## src/rtl/mcpf_pkg.sv

```systemverilog
`timescale 1ns / 1ps
`default_nettype none
// ----------------------------------------------------------------------------
// Motor command packet framer package
// Shared types and constants: queue entry, configuration bundle, register
// indexes and packet byte positions.
// ----------------------------------------------------------------------------
package mcpf_pkg;

  // Configuration register indexes.
  localparam logic [2:0] CFG_HEADER   = 3'd0;
  localparam logic [2:0] CFG_FOOTER   = 3'd1;
  localparam logic [2:0] CFG_CMD_TYPE = 3'd2;
  localparam logic [2:0] CFG_DATA_LEN = 3'd3;
  localparam logic [2:0] CFG_MODE     = 3'd4;

  // Byte positions inside the per-motor emission sequence.
  localparam logic [4:0] IDX_HEADER     = 5'd0;
  localparam logic [4:0] IDX_CMD        = 5'd1;
  localparam logic [4:0] IDX_LEN_HI     = 5'd2;
  localparam logic [4:0] IDX_LEN_LO     = 5'd3;
  localparam logic [4:0] IDX_SEQ        = 5'd4;
  localparam logic [4:0] IDX_HDR_RSVD   = 5'd5;
  localparam logic [4:0] IDX_WORD_FIRST = 5'd6;
  localparam logic [4:0] IDX_WORD_LAST  = 5'd13;
  localparam logic [4:0] IDX_CKSUM      = 5'd22;
  localparam logic [4:0] IDX_FOOTER     = 5'd23;

  // Queue between the converter pipeline and the byte sequencer.
  localparam int QUEUE_DEPTH = 4;
  localparam int QPTR_W      = 2;
  localparam int QCNT_W      = 3;

  typedef struct packed {
    logic [11:0] kp;
    logic [8:0]  kd;
    logic [15:0] pos;
    logic [11:0] vel;
    logic [11:0] tq;
    logic [7:0]  seq;
    logic        first;
    logic        last;
  } mcpf_item_t;

  typedef struct packed {
    logic [7:0]  header;
    logic [7:0]  footer;
    logic [7:0]  cmd_byte;
    logic [15:0] data_len;
    logic [2:0]  mode;
  } mcpf_cfg_t;

endpackage
`default_nettype wire

```

## src/rtl/motor_command_packet_framer_unit.sv

```systemverilog
`timescale 1ns / 1ps
`default_nettype none
// ----------------------------------------------------------------------------
// Motor command packet framer
// Converts Q16 motor commands into packed 64-bit words and frames them into
// a byte stream with header, reserved bytes, XOR checksum and footer.
// ----------------------------------------------------------------------------
// Each accepted motor command leaves as 8 bytes, 14 for the first motor of a
// packet (6 header bytes first) and 18 for the last one (8 reserved zero
// bytes, the checksum and the footer follow); a packet of N motors is
// 8*N + 16 bytes. The output lane carries one byte per cycle while out_stall
// is low, and the byte stream runs without gaps as long as items keep
// arriving. Conversion registers the products and then the codes between
// acceptance and the queue; a four-entry queue lets new commands be accepted
// while bytes of earlier ones are still being sent. Configuration writes are
// taken whenever reset is released.
module motor_command_packet_framer_unit #(
  parameter int MOTORS_PER_PACKET = 12
) (
  input  wire logic               clk,
  input  wire logic               rst_n,
  input  wire logic               in_valid,
  output logic                    in_stall,
  input  wire logic [19:0]        in_kp_gain,
  input  wire logic [21:0]        in_kd_gain,
  input  wire logic signed [23:0] in_target_position,
  input  wire logic signed [23:0] in_target_velocity,
  input  wire logic signed [23:0] in_feedforward_torque,
  input  wire logic [7:0]         in_sequence_number,
  output logic                    out_valid,
  input  wire logic               out_stall,
  output logic [7:0]              out_byte,
  output logic                    out_packet_end,
  input  wire logic               cfg_valid,
  output logic                    cfg_ready,
  input  wire logic [2:0]         cfg_index,
  input  wire logic [15:0]        cfg_data
);

  mcpf_pkg::mcpf_cfg_t                cfg_r;
  mcpf_pkg::mcpf_item_t               push_item;
  mcpf_pkg::mcpf_item_t               pop_item;
  logic                               push;
  logic                               pop;
  logic                               q_not_empty;
  logic [mcpf_pkg::QCNT_W-1:0]        q_level;

  assign cfg_ready = rst_n;

  always_ff @(posedge clk) begin
    if (!rst_n) begin
      cfg_r <= '0;
    end else if (cfg_valid) begin
      case (cfg_index)
        mcpf_pkg::CFG_HEADER:   cfg_r.header   <= cfg_data[7:0];
        mcpf_pkg::CFG_FOOTER:   cfg_r.footer   <= cfg_data[7:0];
        mcpf_pkg::CFG_CMD_TYPE: cfg_r.cmd_byte <= cfg_data[7:0];
        mcpf_pkg::CFG_DATA_LEN: cfg_r.data_len <= cfg_data;
        mcpf_pkg::CFG_MODE:     cfg_r.mode     <= cfg_data[2:0];
        default: ;
      endcase
    end
  end

  mcpf_front #(
    .MOTORS_PER_PACKET (MOTORS_PER_PACKET)
  ) u_front (
    .clk                (clk),
    .rst_n              (rst_n),
    .in_valid           (in_valid),
    .in_stall           (in_stall),
    .kp_gain            (in_kp_gain),
    .kd_gain            (in_kd_gain),
    .target_position    (in_target_position),
    .target_velocity    (in_target_velocity),
    .feedforward_torque (in_feedforward_torque),
    .sequence_number    (in_sequence_number),
    .q_level            (q_level),
    .q_push             (push),
    .q_item             (push_item)
  );

  mcpf_fifo u_fifo (
    .clk       (clk),
    .rst_n     (rst_n),
    .push      (push),
    .wr_item   (push_item),
    .pop       (pop),
    .rd_item   (pop_item),
    .not_empty (q_not_empty),
    .level     (q_level)
  );

  mcpf_back u_back (
    .clk            (clk),
    .rst_n          (rst_n),
    .cfg            (cfg_r),
    .q_item         (pop_item),
    .q_not_empty    (q_not_empty),
    .q_pop          (pop),
    .out_valid      (out_valid),
    .out_stall      (out_stall),
    .out_byte       (out_byte),
    .out_packet_end (out_packet_end)
  );

endmodule
`default_nettype wire

```

## src/rtl/mcpf_front.sv

```systemverilog
`timescale 1ns / 1ps
`default_nettype none
// ----------------------------------------------------------------------------
// Motor command front end
// Accepts motor commands, converts each value to its saturated raw code in a
// two-stage pipeline, tags the first and last motor of a packet and pushes
// the result into the queue.
// ----------------------------------------------------------------------------
module mcpf_front #(
  parameter int MOTORS_PER_PACKET = 12
) (
  input  wire logic                          clk,
  input  wire logic                          rst_n,
  input  wire logic                          in_valid,
  output logic                               in_stall,
  input  wire logic [19:0]                   kp_gain,
  input  wire logic [21:0]                   kd_gain,
  input  wire logic signed [23:0]            target_position,
  input  wire logic signed [23:0]            target_velocity,
  input  wire logic signed [23:0]            feedforward_torque,
  input  wire logic [7:0]                    sequence_number,
  input  wire logic [mcpf_pkg::QCNT_W-1:0]   q_level,
  output logic                               q_push,
  output mcpf_pkg::mcpf_item_t               q_item
);

  localparam int CntW = (MOTORS_PER_PACKET > 1) ? $clog2(MOTORS_PER_PACKET) : 1;
  localparam logic [CntW-1:0] LastMotor = CntW'(MOTORS_PER_PACKET - 1);

  localparam logic [29:0]        KpMul     = 30'd819;
  localparam logic [35:0]        KdMul     = 36'd10000;
  localparam logic [35:0]        KdRound   = 36'd32047104;  // 978 * 2^15
  localparam logic [38:0]        KdRecip   = 39'd548948;    // ceil(2^28 / 489)
  localparam logic [19:0]        KdDiv     = 20'd489;
  localparam logic signed [24:0] PosOffset = 25'sd3932160;  // 60 * 2^16
  localparam logic signed [38:0] PosMul    = 39'sd4369;
  localparam logic signed [34:0] VelMul    = 35'sd273;
  localparam int                 QCNT_W_P1 = mcpf_pkg::QCNT_W + 1;

  // Offset conversion: round half up by 2^19, negative sums give code 0.
  function automatic logic [15:0] offset_code(input logic signed [39:0] prod,
                                              input logic [15:0] maxv);
    logic signed [39:0] num;
    logic [20:0]        q;
    num = prod + 40'sd262144;
    q   = num[39:19];
    if (num[39]) begin
      return 16'd0;
    end else if (q > 21'(maxv)) begin
      return maxv;
    end else begin
      return q[15:0];
    end
  endfunction

  logic [CntW-1:0] motor_cnt_r;
  logic            accept;
  logic            is_first;
  logic            is_last;
  logic [QCNT_W_P1-1:0] occupancy;

  logic signed [24:0] pos_sum;
  logic signed [24:0] vel_sum;
  logic signed [24:0] tq_sum;

  // Stage one: products.
  logic                v1_r;
  logic [29:0]         kp_prod_r;
  logic [35:0]         kd_prod_r;
  logic signed [38:0]  pos_prod_r;
  logic signed [34:0]  vel_prod_r;
  logic signed [34:0]  tq_prod_r;
  logic [7:0]          seq1_r;
  logic                first1_r;
  logic                last1_r;

  // Stage two: codes, damping quotient estimate.
  logic                v2_r;
  logic [11:0]         kp_code_r;
  logic [15:0]         pos_code_r;
  logic [11:0]         vel_code_r;
  logic [11:0]         tq_code_r;
  logic [18:0]         kd_t_r;
  logic [38:0]         kd_mul_r;
  logic [7:0]          seq2_r;
  logic                first2_r;
  logic                last2_r;

  logic [29:0]         kp_sum;
  logic [13:0]         kp_q;
  logic [35:0]         kd_sum;
  logic [18:0]         kd_t;
  logic [10:0]         kd_est;
  logic [19:0]         kd_back;
  logic [19:0]         kd_rem;
  logic [10:0]         kd_q;

  // The pipeline never stalls: an item is taken only if the queue has room
  // for it and for everything already in flight.
  assign occupancy = QCNT_W_P1'(q_level) + QCNT_W_P1'(v1_r) + QCNT_W_P1'(v2_r);
  assign in_stall  = !rst_n || (occupancy >= QCNT_W_P1'(mcpf_pkg::QUEUE_DEPTH));
  assign accept    = in_valid && !in_stall;
  assign is_first  = (motor_cnt_r == '0);
  assign is_last   = (motor_cnt_r == LastMotor);

  assign pos_sum = 25'(target_position) + PosOffset;
  assign vel_sum = 25'(target_velocity) + PosOffset;
  assign tq_sum  = 25'(feedforward_torque) + PosOffset;

  always_ff @(posedge clk) begin
    if (!rst_n) begin
      motor_cnt_r <= '0;
      v1_r        <= 1'b0;
      v2_r        <= 1'b0;
    end else begin
      v1_r <= accept;
      v2_r <= v1_r;
      if (accept) begin
        motor_cnt_r <= is_last ? '0 : motor_cnt_r + 1'b1;
      end
    end
  end

  always_ff @(posedge clk) begin
    if (accept) begin
      kp_prod_r  <= 30'(kp_gain) * KpMul;
      kd_prod_r  <= 36'(kd_gain) * KdMul;
      pos_prod_r <= 39'(pos_sum) * PosMul;
      vel_prod_r <= 35'(vel_sum) * VelMul;
      tq_prod_r  <= 35'(tq_sum) * VelMul;
      seq1_r     <= sequence_number;
      first1_r   <= is_first;
      last1_r    <= is_last;
    end
  end

  assign kp_sum = kp_prod_r + 30'd32768;
  assign kp_q   = kp_sum[29:16];
  // Damping divides by 978 * 2^16 = 489 * 2^17: shift first, then by 489.
  assign kd_sum = kd_prod_r + KdRound;
  assign kd_t   = kd_sum[35:17];

  always_ff @(posedge clk) begin
    if (v1_r) begin
      kp_code_r  <= (kp_q > 14'd4095) ? 12'd4095 : kp_q[11:0];
      pos_code_r <= offset_code(40'(pos_prod_r), 16'd65535);
      vel_code_r <= 12'(offset_code(40'(vel_prod_r), 16'd4095));
      tq_code_r  <= 12'(offset_code(40'(tq_prod_r), 16'd4095));
      kd_t_r     <= kd_t;
      kd_mul_r   <= 39'(kd_t) * KdRecip;
      seq2_r     <= seq1_r;
      first2_r   <= first1_r;
      last2_r    <= last1_r;
    end
  end

  // The reciprocal estimate is low by at most one; one compare fixes it.
  assign kd_est  = kd_mul_r[38:28];
  assign kd_back = 20'(kd_est) * KdDiv;
  assign kd_rem  = 20'(kd_t_r) - kd_back;
  assign kd_q    = (kd_rem >= KdDiv) ? kd_est + 11'd1 : kd_est;

  assign q_push = v2_r;

  always_comb begin
    q_item       = '0;
    q_item.kp    = kp_code_r;
    q_item.kd    = (kd_q > 11'd511) ? 9'd511 : kd_q[8:0];
    q_item.pos   = pos_code_r;
    q_item.vel   = vel_code_r;
    q_item.tq    = tq_code_r;
    q_item.seq   = seq2_r;
    q_item.first = first2_r;
    q_item.last  = last2_r;
  end

endmodule
`default_nettype wire

```

## src/rtl/mcpf_fifo.sv

```systemverilog
`timescale 1ns / 1ps
`default_nettype none
// ----------------------------------------------------------------------------
// Motor word queue
// Short first-in first-out queue of converted motor items between the front
// end and the byte sequencer.
// ----------------------------------------------------------------------------
module mcpf_fifo (
  input  wire logic                          clk,
  input  wire logic                          rst_n,
  input  wire logic                          push,
  input  wire mcpf_pkg::mcpf_item_t          wr_item,
  input  wire logic                          pop,
  output mcpf_pkg::mcpf_item_t               rd_item,
  output logic                               not_empty,
  output logic [mcpf_pkg::QCNT_W-1:0]        level
);

  mcpf_pkg::mcpf_item_t              mem_r [mcpf_pkg::QUEUE_DEPTH];
  logic [mcpf_pkg::QPTR_W-1:0]       wr_ptr_r;
  logic [mcpf_pkg::QPTR_W-1:0]       rd_ptr_r;
  logic [mcpf_pkg::QCNT_W-1:0]       count_r;
  logic                              do_pop;

  assign not_empty = (count_r != '0);
  assign level     = count_r;
  assign rd_item   = mem_r[rd_ptr_r];
  assign do_pop    = pop && not_empty;

  always_ff @(posedge clk) begin
    if (!rst_n) begin
      wr_ptr_r <= '0;
      rd_ptr_r <= '0;
      count_r  <= '0;
    end else begin
      if (push) begin
        wr_ptr_r <= wr_ptr_r + 1'b1;
      end
      if (do_pop) begin
        rd_ptr_r <= rd_ptr_r + 1'b1;
      end
      if (push && !do_pop) begin
        count_r <= count_r + 1'b1;
      end else if (!push && do_pop) begin
        count_r <= count_r - 1'b1;
      end
    end
  end

  always_ff @(posedge clk) begin
    if (push) begin
      mem_r[wr_ptr_r] <= wr_item;
    end
  end

endmodule
`default_nettype wire

```

## src/rtl/mcpf_back.sv

```systemverilog
`timescale 1ns / 1ps
`default_nettype none
// ----------------------------------------------------------------------------
// Packet byte sequencer
// Takes converted motor items from the queue and emits the packet one byte
// per cycle while out_stall is low: header for the first motor, the eight
// word bytes, and for the last motor the reserved bytes, checksum and footer.
// ----------------------------------------------------------------------------
module mcpf_back (
  input  wire logic                  clk,
  input  wire logic                  rst_n,
  input  wire mcpf_pkg::mcpf_cfg_t   cfg,
  input  wire mcpf_pkg::mcpf_item_t  q_item,
  input  wire logic                  q_not_empty,
  output logic                       q_pop,
  output logic                       out_valid,
  input  wire logic                  out_stall,
  output logic [7:0]                 out_byte,
  output logic                       out_packet_end
);

  mcpf_pkg::mcpf_item_t cur_r;
  logic                 busy_r;
  logic [4:0]           idx_r;
  logic [7:0]           cksum_r;
  logic                 out_valid_r;
  logic [7:0]           out_byte_r;
  logic                 out_end_r;

  logic                 out_can;
  logic                 emit;
  logic                 at_end;
  logic                 load;
  logic [4:0]           end_idx;
  logic [63:0]          word;
  logic [2:0]           word_sel;
  logic [2:0]           word_rev;
  logic [7:0]           byte_val;

  assign out_can  = !out_valid_r || !out_stall;
  assign emit     = busy_r && out_can;
  assign end_idx  = cur_r.last ? mcpf_pkg::IDX_FOOTER : mcpf_pkg::IDX_WORD_LAST;
  assign at_end   = (idx_r == end_idx);
  assign load     = q_not_empty && (!busy_r || (emit && at_end));
  assign q_pop    = load;

  assign word     = {cfg.mode, cur_r.kp, cur_r.kd, cur_r.pos, cur_r.vel, cur_r.tq};
  assign word_sel = 3'(idx_r - mcpf_pkg::IDX_WORD_FIRST);
  assign word_rev = 3'd7 - word_sel;

  always_comb begin
    byte_val = 8'd0;
    if (idx_r >= mcpf_pkg::IDX_WORD_FIRST && idx_r <= mcpf_pkg::IDX_WORD_LAST) begin
      byte_val = word[{word_rev, 3'b000} +: 8];
    end else begin
      case (idx_r)
        mcpf_pkg::IDX_HEADER:   byte_val = cfg.header;
        mcpf_pkg::IDX_CMD:      byte_val = cfg.cmd_byte;
        mcpf_pkg::IDX_LEN_HI:   byte_val = cfg.data_len[15:8];
        mcpf_pkg::IDX_LEN_LO:   byte_val = cfg.data_len[7:0];
        mcpf_pkg::IDX_SEQ:      byte_val = cur_r.seq;
        mcpf_pkg::IDX_HDR_RSVD: byte_val = 8'd0;
        mcpf_pkg::IDX_CKSUM:    byte_val = cksum_r;
        mcpf_pkg::IDX_FOOTER:   byte_val = cfg.footer;
        default:                byte_val = 8'd0;
      endcase
    end
  end

  always_ff @(posedge clk) begin
    if (!rst_n) begin
      busy_r      <= 1'b0;
      out_valid_r <= 1'b0;
      cksum_r     <= 8'd0;
    end else begin
      if (out_can) begin
        out_valid_r <= emit;
      end
      if (emit) begin
        // The checksum restarts with the header byte of each packet.
        cksum_r <= (idx_r == mcpf_pkg::IDX_HEADER) ? byte_val : cksum_r ^ byte_val;
      end
      if (load) begin
        busy_r <= 1'b1;
      end else if (emit && at_end) begin
        busy_r <= 1'b0;
      end
    end
  end

  always_ff @(posedge clk) begin
    if (emit) begin
      out_byte_r <= byte_val;
      out_end_r  <= (idx_r == mcpf_pkg::IDX_FOOTER);
    end
    if (load) begin
      cur_r <= q_item;
      idx_r <= q_item.first ? mcpf_pkg::IDX_HEADER : mcpf_pkg::IDX_WORD_FIRST;
    end else if (emit && !at_end) begin
      idx_r <= idx_r + 5'd1;
    end
  end

  assign out_valid      = out_valid_r;
  assign out_byte       = out_byte_r;
  assign out_packet_end = out_end_r;

endmodule
`default_nettype wire

```

## config.mk

```make
export PLATFORM = sky130hd
export DESIGN_NAME = motor_command_packet_framer_unit
export DESIGN_NICKNAME = d
export VERILOG_FILES = /design/src/rtl/mcpf_pkg.sv /design/src/rtl/motor_command_packet_framer_unit.sv /design/src/rtl/mcpf_front.sv /design/src/rtl/mcpf_fifo.sv /design/src/rtl/mcpf_back.sv
export SDC_FILE = /design/constraint.sdc
export NUM_CORES = 2
export LEC_CHECK = 0
export BUFFER_PORTS_ARGS = -buffer_cell sky130_fd_sc_hd__clkbuf_2
export CORE_ASPECT_RATIO = 0.7
export CORE_MARGIN = 2
export CORE_UTILIZATION = 28
export CTS_CLUSTER_DIAMETER = 150
export DETAILED_ROUTE_END_ITERATION = 6
export GPL_TIMING_DRIVEN = 0
export PLACE_DENSITY = 0.47
export SLEW_MARGIN = 20
export SYNTH_ARGS = -nofsm -noshare
export SYNTH_HDL_FRONTEND = slang
export SYNTH_HIERARCHICAL = 1
export SYNTH_SLANG_ARGS = --single-unit
```

## constraint.sdc

```tcl
create_clock -name clk -period 13.28 [get_ports clk]
set_input_delay 1.992 -clock clk [delete_from_list [all_inputs] [get_ports clk]]
set_output_delay 1.992 -clock clk [all_outputs]
set_load 0.01 [all_outputs]
```

# Word-level counts from Yosys, hierarchy flattened
# Memory sizes are Yosys's and may differ from the RTL's. A register that Yosys moved wholly into a read port is not among the register bits.
# Cells that the tools add are included.
[word_totals]
inputBits = 146
n_memories = 1
ramBits = 284
output_inout_bits = 12
register_bits = 449
word_cells = 145
[classes]
n_mul = 7
n_eq_ne = 12
n_shift = 1
reduce_logical = 32
bitwise_logic = 1
add_sub_neg = 20
n_mux = 21
n_lt_le_gt_ge = 9
[memory_table]
columns = ["memory", "depth", "width", "read_ports", "rd_clocked_by_memory_dff", "wr", "line_no", "source"]
rows = [
  ["u_fifo.mem_r", 4, 71, 1, 1, 1, "mcpf_fifo.sv:19", "mcpf_pkg::mcpf_item_t mem_r [mcpf_pkg::QUEUE_DEPTH];"],
]
[ops]
columns = ["operator", "count"]
rows = [
  ["adder 24 x 23 -> 25 bit, second input constant", 3],
  ["adder 35 x 20 -> 36 bit, second input constant", 2],
  ["multiplier 25 x 10 -> 35 bit, second input constant", 2],
  ["variable part select 64 x 7 -> 8 bit", 1],
  ["case mux 8 bit (7 select lines)", 1],
  ["greater-than comparator 21 x 12 -> 1 bit, second input constant", 2],
  ["adder 39 x 20 -> 40 bit, second input constant", 1],
  ["multiplier 25 x 14 -> 39 bit, second input constant", 1],
  ["multiplier 19 x 18 -> 37 bit, second input constant", 1],
  ["adder 36 x 25 -> 36 bit, second input constant", 1],
  ["multiplier 22 x 10 -> 32 bit, second input constant", 1],
  ["adder 30 x 16 -> 30 bit, second input constant", 1],
  ["multiplier 20 x 10 -> 30 bit, second input constant", 1],
  ["two-way mux 12 bit", 2],
  ["greater-than comparator 21 x 16 -> 1 bit, second input constant", 1],
  [">= comparator 20 x 9 -> 1 bit, second input constant", 1],
  ["multiplier 11 x 9 -> 20 bit, second input constant", 1],
  ["subtractor 19 x 20 -> 20 bit", 1],
  ["two-way mux 16 bit", 1],
  ["two-way mux 8 bit", 2],
  ["two-way mux 5 bit", 3],
  ["greater-than comparator 14 x 12 -> 1 bit, second input constant", 1],
  ["adder 11 x 1 -> 11 bit, second input constant", 1],
  ["greater-than comparator 11 x 9 -> 1 bit, second input constant", 1],
  ["37 further kinds", 70],
]

# Depth between registers and ports, before layout
[logic_depth]
depth_word = 10
ltp_mapped = 25
ltp_nobuf = 25

# Cells and area by module
# Netlist, hierarchy kept.
[modules_own_cells]
columns = ["module", "instances", "seq_area_each_um2", "cells_each", "area_per_inst_um2"]
rows = [
  ["mcpf_front", 1, 5885.6, 3183, 30977.2],
  ["mcpf_fifo", 1, 8708.4, 413, 10774.1],
  ["mcpf_back", 1, 2722.6, 287, 4544.4],
  ["motor_command_packet_framer_unit", 1, 860.8, 163, 1640.3],
]

# Least setup slack after synthesis
# Ideal clock, no wire load.
[synth_path]
path_kind = "input port to flip-flop"
start = "input port in_target_position[18]"
end = "register u_front.pos_prod_r[38], data pin"
path_stages = 22
path_slack_ps = 6514
required_time_ps = 13018
n_path_buf = 0
setup_ps = 262
arrival_ps = 6503
path_cell_list = "inv_1 > ha_1 > nor3b_1 > nand2b_1 > and2_1 > inv_1 > fa_1 > inv_1 > ha_1 > inv_1 > fa_1 > inv_1 > ha_1 > nand2_1 > nand2b_1 > a21oi_1 > nor2_1 > nor2_1 > a21boi_0 > o21ai_0 > a21oi_1 > xor2_1"
[synth_via]
elab_chain_cells = 2
[synth_lines]
columns = ["element", "line_no", "source"]
rows = [
  ["start: declaration", "motor_command_packet_framer_unit.sv:26", "input wire logic signed [23:0] in_target_position,"],
  ["adder 24 x 23 -> 25 bit", "mcpf_front.sv:106", "assign pos_sum = 25'(target_position) + PosOffset;"],
  ["multiplier 25 x 14 -> 39 bit", "mcpf_front.sv:128", "pos_prod_r <= 39'(pos_sum) * PosMul;"],
  ["end signal: assignment", "mcpf_front.sv:128", ""],
  ["end: declaration", "mcpf_front.sv:70", "logic signed [38:0] pos_prod_r;"],
]
# Every way passes these cells.
# A chain may end at the register's enable or synchronous reset.

# Final worst setup path
[layout_path]
start = "register u_front.kd_prod_r[18]"
end = "register u_front.kd_mul_r[37], data pin"
[layout_via]
elab_chain_cells = 2
[layout_lines]
columns = ["element", "line_no", "source"]
rows = [
  ["start: declaration", "mcpf_front.sv:69", "logic [35:0] kd_prod_r;"],
  ["start signal: assignment", "mcpf_front.sv:127", "kd_prod_r <= 36'(kd_gain) * KdMul;"],
  ["adder 36 x 25 -> 36 bit", "mcpf_front.sv:140", "assign kd_sum = kd_prod_r + KdRound;"],
  ["net u_front.kd_sum[33]", "mcpf_front.sv:91", "logic [35:0] kd_sum;"],
  ["multiplier 19 x 18 -> 37 bit", "mcpf_front.sv:150", "kd_mul_r <= 39'(kd_t) * KdRecip;"],
  ["end signal: assignment", "mcpf_front.sv:150", ""],
  ["end: declaration", "mcpf_front.sv:84", "logic [38:0] kd_mul_r;"],
]
# The timed path passes the listed nets, and every way through them passes these cells.

==> reports/metrics.csv <==
stage;metric;value;unit
run_status;status;complete, no violations;
placed_design;post-dp-hpwl;82.8;mm
sta;layout_min_cycle_time;7580;ps
critical_path;path_class;flop to flop;
cts;clockBufferDepth;3;
critical_path;critPathMaxFanout;7;
global_routing;grt_usage;12.1;%
finish;final_cell_mix;inv_1 (890), ha_1 (711), edfxtp_1 (560), fa_1 (312);
sta;slew_viol_final;0;
global_routing;gr-usage-met3;1.60;%
global_routing;use_met2;16.7;%
cts;cts_resized;0;
finish;nets;5454;
sta;hold_violations;0;
critical_path;crit_arrival;8000;ps
job;maxCapViolCount;0;
sta;finalClockSkew;36.0;ps
yosys;synth_fa_ha_area_share;31.6;%
floorplanning;ios;158;
yosys;yosysTopAreaCell;edfxtp_1;
detailed_routing;drt_iter0_drc;1518;
sta;maxSlewHeadroom;25.4;%
critical_path;worst_setup_path_start_kind;flop;
global_routing;grt-busiest-layer;met1;
global_routing;antenna_found_initial;2;
finish;ff_latch_area;18200;um^2
floorplanning;core_area;171000;um^2
finish;synthToLayoutAreaGrowth;13.0;%
cts;cts_tree;done;
yosys;synth_top_family_by_area;adder cells;
sta;setup_viol;0;
yosys;avgSynthCellArea;11.8;um^2
yosys;synth_cell_types;99;
cts;post_cts_buffers;0;
sta;fmax;0.132;GHz
detailed_routing;vias;28900;
yosys;synth_area_leaders;edfxtp_1 (35%), ha_1 (19%), fa_1 (13%);
yosys;netlist_area;47900;um^2
floorplanning;die_h;350;um
yosys;yosysSeqAreaShare;37.9;%
yosys;synth_ff_type;edfxtp_1;
yosys;synth.mux.area_fraction;5.16;%
yosys;syn_inst;4046;
finish;drive_above_1_share;10.9;%
floorplanning;rows;127;
detailed_routing;routedWlPerCell;15.8;um
yosys;ys_async_sr_fraction;0;%
global_routing;grt_pass1_vias;29400;
yosys;ys_warn_count;6;
sta;tightest_slew;1110;ps
finish;n_fill_cell;17300;
critical_path;end_kind;flop;
cts;cts_root_buffer;clkbuf_16;
global_routing;grt_max_degree;51;
detailed_routing;drtPass1Iterations;5;
cts;clock_latency;660;ps
global_routing;grt_pass1_wl;167;mm
sta;timing.setup.tns;0;ps
floorplanning;start_util;28.1;%
yosys;ys_ff_latch;628;
sta;holdWs;426;ps
detailed_routing;wl;104;mm
cts;cts_hold_buf;0;
detailed_routing;post_drt_via_cell_ratio;4.38;
hold_path;hp-class;flop to flop;
yosys;synth-compound-area-share;7.42;%
detailed_routing;ant_nets;0;
cts;clk_pin_slew;70;ps
cts;htree_levels;3;
sta;rsz0062_at_grt;false;
yosys;synth-edff-count;560;
yosys;synth_xor_area_share;3.42;%
finish;final_common_cell;inv_1;
placed_design;place_congestion;0.788;
cts;cts.sinks;628;
floorplanning;dieArea;175000;um^2
yosys;synth_top_area_share;35.1;%
detailed_routing;drc;0;
placed_design;port_buffers;157;
critical_path;worstPathRequired;13700;ps
finish;multiInputGateArea;26000;um^2
floorplanning;die_x;499;um
cts;cts_buffers;68;
sta;period_share;57.1;%
global_routing;overflow;0;
yosys;synthSimpleGateAreaFrac;6.54;%
global_routing;met1_usage;19.8;%
## registers in the layout, summed over array words and instances, names as in the netlist, 8 cells and up, named ones only
| name | count |
|---|---|
| cfg_r | 43 |
| u_back/cksum_r | 8 |
| u_back/cur_r | 70 |
| u_back/out_byte | 8 |
| u_fifo/mem_r | 284 |
| u_front/kd_mul_r | 11 |
| u_front/kd_prod_r | 20 |
| u_front/kd_t_r | 19 |
| u_front/kp_code_r | 12 |
| u_front/kp_prod_r | 15 |
| u_front/pos_code_r | 16 |
| u_front/pos_prod_r | 21 |
| u_front/seq1_r | 8 |
| u_front/seq2_r | 8 |
| u_front/tq_code_r | 12 |
| u_front/tq_prod_r | 17 |
| u_front/vel_code_r | 12 |
| u_front/vel_prod_r | 17 |
## per-layer routing
metal  wire [um]  up-vias  part of all wire [%]
li1            -    14400                     -
met2       40600      388                    39
met1       59000    14000                    57
met4        1170        0                   1.1
met5           0        -                     0
met3        3640       79                   3.5
## synth_stat cells, drive strengths merged (16+ instances only)
library cell,n
a21oi,167
a21o,59
buf,43
nor2,137
nor3,36
a31oi,16
and2,35
edfxtp,560
xnor2,104
nand3,63
ha,711
o21a,23
or3,16
dfxtp,68
xor2,83
a22o,16
mux4,87
nand2,167
nor2b,22
and3,39
mux2i,51
o21ai,62
nand2b,27
clkbuf,22
fa,312
inv,891
## per-stage QoR
stage	instance area [um^2]	utilization [%]	setup slack (ps)	cells
2_1_floorplan	47900	-	6510	4047
3_3_place_gp	51500	30.2	5020	6461
3_5_place_dp	51900	30.4	5490	6472
4_1_cts	54100	31.7	5630	6595
5_1_grt	54200	31.7	5000	6595
6_report	54200	31.7	5700	6596
## cell type report
type                    count  area share (%)
diodes                      1         0.00462
plain buffers              65           0.862
clock buffers              79            3.22
clock inverters            44            1.01
inverters                 892            6.18
multi-input cells        2462            48.0
flip-flops and latches    628            33.6
well taps                2257            5.21
repair buffers            168            1.97
## worst max-delay path, stage by stage, from the launching register on
cell,delay (ps)
edfxtp_1,450
and3_1,200
o21ai_0,340
and2_0,390
nor2_1,140
and3_1,210
xor2_1,840
ha_1,400
ha_1,290
ha_1,290
inv_1,50
fa_1,470
inv_1,50
fa_1,470
ha_1,310
and4_1,230
o221ai_1,140
a21oi_1,470
o2111ai_1,270
a311oi_1,560
o21ai_0,240
o21ai_0,250
a21oi_1,140
xnor2_1,130
## kinds of logic (layout without fill, tap and decap cells)
logic type,Yosys count,after routing
AO/OA/AOI/OAI,500,500
XOR/XNOR,187,187
adder cells (fa/ha/maj),1023,1023
buffers and inverters,957,1248
flip-flops,628,628
multiplexers,138,138
other,1,3
AND/OR/NAND/NOR,612,612
## worst paths after layout
kind | from | end | depth (start not counted) | slack, ps
hold / removal | u_front/seq1_r[5] | u_front/seq2_r[5] | 0 | 430
setup / recovery | u_front/kd_prod_r[18] | u_front/kd_mul_r[37] | 23 | 5700
setup reg to reg | u_front/kd_prod_r[18] | u_front/kd_mul_r[37] | 23 | 5700
hold reg to reg | u_front/seq1_r[5] | u_front/seq2_r[5] | 0 | 430
Power is not shown: default switching activity piles up to over one toggle a cycle in this logic, so the estimate is an artifact.
